===== config.mk =====
export PLATFORM = sky130hd
export DESIGN_NAME = ir_pulse_distance_frame_decoder_core
export DESIGN_NICKNAME = d
export VERILOG_FILES = /design/src/sv/irpd_pkg.sv /design/src/sv/ir_pulse_distance_frame_decoder_core.sv
export SDC_FILE = /design/constraint.sdc
export NUM_CORES = 1
export LEC_CHECK = 0
export ABC_AREA = 1
export BUFFER_PORTS_ARGS = -buffer_cell sky130_fd_sc_hd__buf_2
export CAP_MARGIN = 40
export CORE_ASPECT_RATIO = 1.4
export CORE_MARGIN = 3
export CORE_UTILIZATION = 45
export DETAILED_ROUTE_END_ITERATION = 6
export GPL_TIMING_DRIVEN = 0
export PLACE_DENSITY = 0.75
export SLEW_MARGIN = 30
export SYNTH_ARGS = -nofsm -noshare
export SYNTH_HDL_FRONTEND = slang
export SYNTH_SLANG_ARGS = --single-unit

===== constraint.sdc =====
create_clock -name clk_i -period 5.2 [get_ports clk_i]
set_clock_uncertainty 0.1 [all_clocks]
set_input_delay 0.26 -clock clk_i [delete_from_list [all_inputs] [get_ports clk_i]]
set_output_delay 0.26 -clock clk_i [all_outputs]
set_load 0.005 [all_outputs]

===== src/sv/irpd_pkg.sv =====
// shared types and constants for the ir pulse-distance frame decoder
package irpd_pkg;

  localparam int unsigned FrameBits     = 28;
  localparam int unsigned CountWidth    = 5;
  localparam int unsigned TimeWidth     = 16;
  localparam int unsigned CmdWidth      = 8;
  localparam int unsigned ValueWidth    = 16;
  localparam int unsigned AddrWidth     = 4;
  localparam int unsigned OutDataWidth  = 32;
  localparam int unsigned ApbAddrWidth  = 3;
  localparam int unsigned ApbDataWidth  = 32;

  // 921 us at 6 ticks per us
  localparam logic [TimeWidth-1:0] ThresholdReset = 16'd5526;

  localparam logic [CountWidth-1:0] FrameCount = 5'd28;

  // register index taken from paddr[2]
  localparam logic RegLongThreshold = 1'b0;

  typedef enum logic [1:0] {
    MODE_IDLE       = 2'd0,
    MODE_WAIT_FIRST = 2'd1,
    MODE_BITS       = 2'd2
  } mode_e;

endpackage


===== src/sv/ir_pulse_distance_frame_decoder_core.sv =====
// top level of the ir pulse-distance frame decoder
// a completing falling edge shows its frame in the cycle after acceptance
// throughput: one edge per cycle; s_axis_tready drops only while a frame waits unread
// decode state updates in the cycle an edge is accepted, frame held in one output register
// reset (async, active low): idle mode, last fall time zero, threshold 5526, no frame pending
module ir_pulse_distance_frame_decoder_core (
  input  logic                                  clk_i,
  input  logic                                  rst_ni,
  // edge requests
  input  logic                                  s_axis_tvalid,
  output logic                                  s_axis_tready,
  input  logic [irpd_pkg::TimeWidth-1:0]        s_axis_tdata,  // [15:0] timestamp
  input  logic                                  s_axis_tuser,  // [0] edge_rising
  // frame results
  output logic                                  m_axis_tvalid,
  input  logic                                  m_axis_tready,
  output logic [irpd_pkg::OutDataWidth-1:0]     m_axis_tdata,  // command, data_value, address, pad
  // register port
  input  logic                                  psel,
  input  logic                                  penable,
  input  logic                                  pwrite,
  input  logic [irpd_pkg::ApbAddrWidth-1:0]     paddr,
  input  logic [irpd_pkg::ApbDataWidth-1:0]     pwdata,
  output logic [irpd_pkg::ApbDataWidth-1:0]     prdata,
  output logic                                  pready
);

  irpd_pkg::mode_e                      mode_q, mode_d;
  logic [irpd_pkg::TimeWidth-1:0]       last_fall_q, last_fall_d;
  logic [irpd_pkg::FrameBits-1:0]       shift_q, shift_d;
  logic [irpd_pkg::CountWidth-1:0]      count_q, count_d;
  logic [irpd_pkg::TimeWidth-1:0]       threshold_q;
  logic                                 out_valid_q, out_valid_d;
  logic [irpd_pkg::FrameBits-1:0]       out_frame_q, out_frame_d;

  logic                                 in_acc;
  logic                                 cfg_wr;
  logic [irpd_pkg::TimeWidth-1:0]       span;
  logic                                 is_long;
  logic [irpd_pkg::FrameBits-1:0]       shifted;
  logic [irpd_pkg::CountWidth-1:0]      count_inc;

  assign pready        = 1'b1;
  assign cfg_wr        = psel && penable && pwrite && pready
                         && (paddr[2] == irpd_pkg::RegLongThreshold);
  assign prdata        = (paddr[2] == irpd_pkg::RegLongThreshold)
                         ? {{(irpd_pkg::ApbDataWidth-irpd_pkg::TimeWidth){1'b0}}, threshold_q}
                         : '0;

  assign s_axis_tready = !out_valid_q || m_axis_tready;
  assign in_acc        = s_axis_tvalid && s_axis_tready;

  assign span      = s_axis_tdata - last_fall_q;
  assign is_long   = (span >= threshold_q);
  assign shifted   = {shift_q[irpd_pkg::FrameBits-2:0], is_long};
  assign count_inc = count_q + 5'd1;

  always_comb begin
    mode_d      = mode_q;
    last_fall_d = last_fall_q;
    shift_d     = shift_q;
    count_d     = count_q;
    out_valid_d = out_valid_q && !m_axis_tready;
    out_frame_d = out_frame_q;
    if (in_acc) begin
      if (s_axis_tuser) begin
        if (is_long) begin
          mode_d = irpd_pkg::MODE_WAIT_FIRST;
        end
      end else begin
        last_fall_d = s_axis_tdata;
        unique case (mode_q)
          irpd_pkg::MODE_WAIT_FIRST: begin
            shift_d = '0;
            count_d = '0;
            mode_d  = irpd_pkg::MODE_BITS;
          end
          irpd_pkg::MODE_BITS: begin
            shift_d = shifted;
            count_d = count_inc;
            if (count_inc == irpd_pkg::FrameCount) begin
              out_valid_d = 1'b1;
              out_frame_d = shifted;
              mode_d      = irpd_pkg::MODE_IDLE;
            end
          end
          default: begin
          end
        endcase
      end
    end
  end

  always_ff @(posedge clk_i or negedge rst_ni) begin
    if (!rst_ni) begin
      mode_q      <= irpd_pkg::MODE_IDLE;
      last_fall_q <= '0;
      shift_q     <= '0;
      count_q     <= '0;
      threshold_q <= irpd_pkg::ThresholdReset;
      out_valid_q <= 1'b0;
    end else begin
      mode_q      <= mode_d;
      last_fall_q <= last_fall_d;
      shift_q     <= shift_d;
      count_q     <= count_d;
      out_valid_q <= out_valid_d;
      if (cfg_wr) begin
        threshold_q <= pwdata[irpd_pkg::TimeWidth-1:0];
      end
    end
  end

  always_ff @(posedge clk_i) begin
    out_frame_q <= out_frame_d;
  end

  assign m_axis_tvalid = out_valid_q;
  assign m_axis_tdata  = {
    {(irpd_pkg::OutDataWidth-irpd_pkg::FrameBits){1'b0}},
    out_frame_q[irpd_pkg::AddrWidth-1:0],
    out_frame_q[irpd_pkg::AddrWidth +: irpd_pkg::ValueWidth],
    out_frame_q[irpd_pkg::FrameBits-1 -: irpd_pkg::CmdWidth]
  };

endmodule


==> summary.txt <==
Outcome
  – Run status: complete, no violations

Layout
  – # fillers: 952
  – Register area: 0.00253 mm^2
  – Fin nets: 751
  – Area of the multi-input gates: 0.00196 mm^2
  – Design Area, Final: 0.00607 mm^2
  – Diode count: 0
  – Synthesis-to-layout area growth: 21.3%
  – Layout cells sized above 1: 0.246

Setup path
  – Startpoint Class: register
  – Critical path peak fanout: 3
  – CP arrival: 3.08 ns
  – R2R Setup Slk: 2.27 ns
  – CP required: 5.35 ns
  – Critical path class: register to register
  – Critical Path Sink Type: register

Drt
  – Vias: 3899
  – DRT iter0 DRCs: 183
  – Total Routed Length: 10.5 mm
  – Final ANT Viol Nets: 0
  – DR vias/cell: 4.87
  – # DRC: 0
  – Routed wire length per instance: 13.1 um
  – First-pass detailed-route iteration total: 4

Die
  – IO Count: 126
  – Die Wd: 95.1 um
  – Floorplan row count: 44
  – Die area: 0.0124 mm^2
  – Die Y: 131 um
  – Core area: 0.0106 mm^2
  – Initial Utilization: 0.471

Synthesis
  – Asr flop ratio synth: 0.705
  – Compound-Gate Fraction of Synth Area: 0.123
  – Sequential share of the synthesized area: 0.505
  – Cell Area, Synth: 0.00500 mm^2
  – Top_reg_cell synth: dfrtp_1
  – Cell variety after synth: 35
  – Mapped Cells: 539
  – Mean Syn Cell Area: 9.29 um^2
  – Register bit count reported by yosys: 95
  – Synth Area in Adders: 0.0890
  – Post-Synth Simple-Gate Area: 0.137
  – XOR/XNOR share of the synthesized area: 0.0263
  – Mux cell area share after synthesis: 0
  – Synth warn: 0
  – EDFF count, synth: 28
  – Main combinational cell family by area after synthesis: simple AND/OR/NAND/NOR gates

CTS
  – Reg clk slew, reported paths: 0.07 ns
  – CTS buffer count: 9
  – Post-CTS sizing: 0
  – Clock sinks: 95
  – CTS H-tree lvls: 3
  – TritonCTS clock tree: built
  – Post CTS Setup Buffer Count: 0
  – Clk root buf: clkbuf_16
  – Insertion delay to the later sink of the worst-skew pair: 0.34 ns
  – Maximum root-to-sink buffer count: 2

Timing
  – Final Setup Violations: 0
  – Fin Hold WS: 0.0499 ns
  – Rel. slew slack: 0.638
  – Crit path time final: 2.93 ns
  – F_max: 0.341 GHz
  – Total negative slack: 0 ns
  – Final Max Slew Viols: 0
  – Worst Tran Pin Value: 0.544 ns
  – Part of the cycle the worst path needs: 0.564
  – Final Hold Vio Count: 0
  – RSZ-0062 raised after global routing: no

Global routing
  – Largest net degree at the start of global routing: 43
  – Initial antenna violation count: 0
  – First-pass GRT wire length: 17.4 mm
  – Number of global-route vias before repair: 3885
  – GR Overflow Total: 0
  – Tot GR Track Use: 0.179

Placed design
  – Placed cell areas: 0.00573 mm^2
  – I/O Buffers: 85
  – Detailed Place HPWL: 8.41 mm
  – RD Place Congestion: 0.890

Power
  – VDD IR max: 0.000191 V
  – Leakage: 3.09 nW
  – P per Cell Area: 407 mW/mm^2
  – Final Power: 0.00247 W

Hold path
  – Worst Hold Class: primary input to register

Job
  – Max-cap violations: 0
==> per-layer routing <==
metal / up-vias / track usage / part of all wire
met5: - / 0 / 0
met4: 0 / 0.0705 / 0.020
met3: 21 / 0.0304 / 0.044
met2: 103 / 0.331 / 0.54
met1: 1836 / 0.201 / 0.39
li1: 1939 / - / -
==> cells by family after synthesis <==
kind of cell    count (synthesis)
other cells                     2
compound gates                 99
buf+inv                       130
xor+xnor                       15
simple gates                  163
flops                          95
fa+ha+maj                      35
==> area by class of cell <==
cell class,count,share of cell area
inverters,95,0.0587
clock buffers,9,0.0371
repair buffers,88,0.0800
plain buffers,35,0.0392
well taps,138,0.0284
flip-flops and latches,95,0.416
clock inverters,7,0.0171
multi-input cells,333,0.323
==> flip-flops by register name (all words and copies together), names as in the netlist <==
name and cells:
last_fall_q 16, out_frame_q 28, mode_q 2, count_q 5, threshold_q 16, m_axis_tvalid 1, shift_q 27
==> cells in the final DEF (no fill, tap or decap), drive strengths merged <==
cell         instances
buf                118
a31oi                1
nor3                 3
o22ai               27
bufinv               2
conb                21
a21oi               39
inv                 97
clkinv               1
nand4                6
dfrtp               60
nand3b               1
clkbuf              13
xnor2                4
o21ai               26
fa                   1
a22o                 1
a21o                 3
o21bai               2
clkinvlp             2
nand2               86
ha                  34
dfstp                7
nand3               11
nor2                55
or2                  1
xor2                11
edfxtp              28
dlygate4sd3          1
==> power breakdown <==
group          internal (W)  total [W]  leakage, nW  switching, W
clock              0.000427   0.000706        0.154      0.000279
sequential         0.000947    0.00102         1.10     0.0000747
combinational      0.000304   0.000745         1.84      0.000441
total               0.00168    0.00247         3.09      0.000795
==> path summary, 6_finish.rpt <==
path / start / to / cells past startpoint
min in group asynchronous: rst_ni / last_fall_q[11] / 2
max in group asynchronous: rst_ni / shift_q[9] / 3
worst min-delay path: pwdata[8] / threshold_q[8] / 3
worst min register to register: shift_q[22] / out_frame_q[23] / 0
worst max-delay path: last_fall_q[0] / mode_q[0] / 15
worst max register to register: last_fall_q[0] / mode_q[0] / 15
==> per-stage QoR <==
stage / setup slack, ns / std cells / utilization
finish: 2.27 / 800 / 0.571
global route: 2.00 / 800 / 0.571
CTS: 2.24 / 800 / 0.571
detailed placement: 2.22 / 783 / 0.539
global placement: 2.27 / 781 / 0.534
floorplan: 2.65 / 558 / -
==> Yosys cell counts, types with 4 or more instances <==
| library cell | count | area (um^2) |
|---|---|---|
| a21oi_1 | 39 | 195 |
| buf_2 | 7 | 35.0 |
| buf_4 | 22 | 165 |
| clkbuf_1 | 4 | 15.0 |
| dfrtp_1 | 60 | 1500 |
| dfstp_2 | 7 | 184 |
| edfxtp_1 | 28 | 841 |
| ha_1 | 34 | 425 |
| inv_1 | 91 | 342 |
| inv_2 | 4 | 15.0 |
| nand2_1 | 84 | 315 |
| nand3_1 | 11 | 55.1 |
| nand4_1 | 6 | 37.5 |
| nor2_1 | 52 | 195 |
| o21ai_0 | 25 | 125 |
| o22ai_1 | 17 | 106 |
| o22ai_2 | 10 | 125 |
| xnor2_1 | 4 | 35.0 |
| xor2_1 | 11 | 96.3 |
==> repair_timing <==
action	in CTS	in global routing
setup endpoints to repair	0	0
endpoints found under the hold margin	18	0
hold buffers	1	0
==> worst max-delay path, cell delays in order, from the launching register on <==
cell	delay, ns
dfrtp_1	0.39
ha_1	0.23
fa_1	0.45
o21ai_2	0.22
nand2_1	0.07
nand2_1	0.12
nand3_1	0.08
nand2_1	0.10
xor2_1	0.07
ha_1	0.29
nand4_1	0.12
nor3_1	0.14
nand2_1	0.07
nand2_1	0.13
nand2_1	0.10
a21oi_1	0.16
Power figures use the tool's default switching activity.
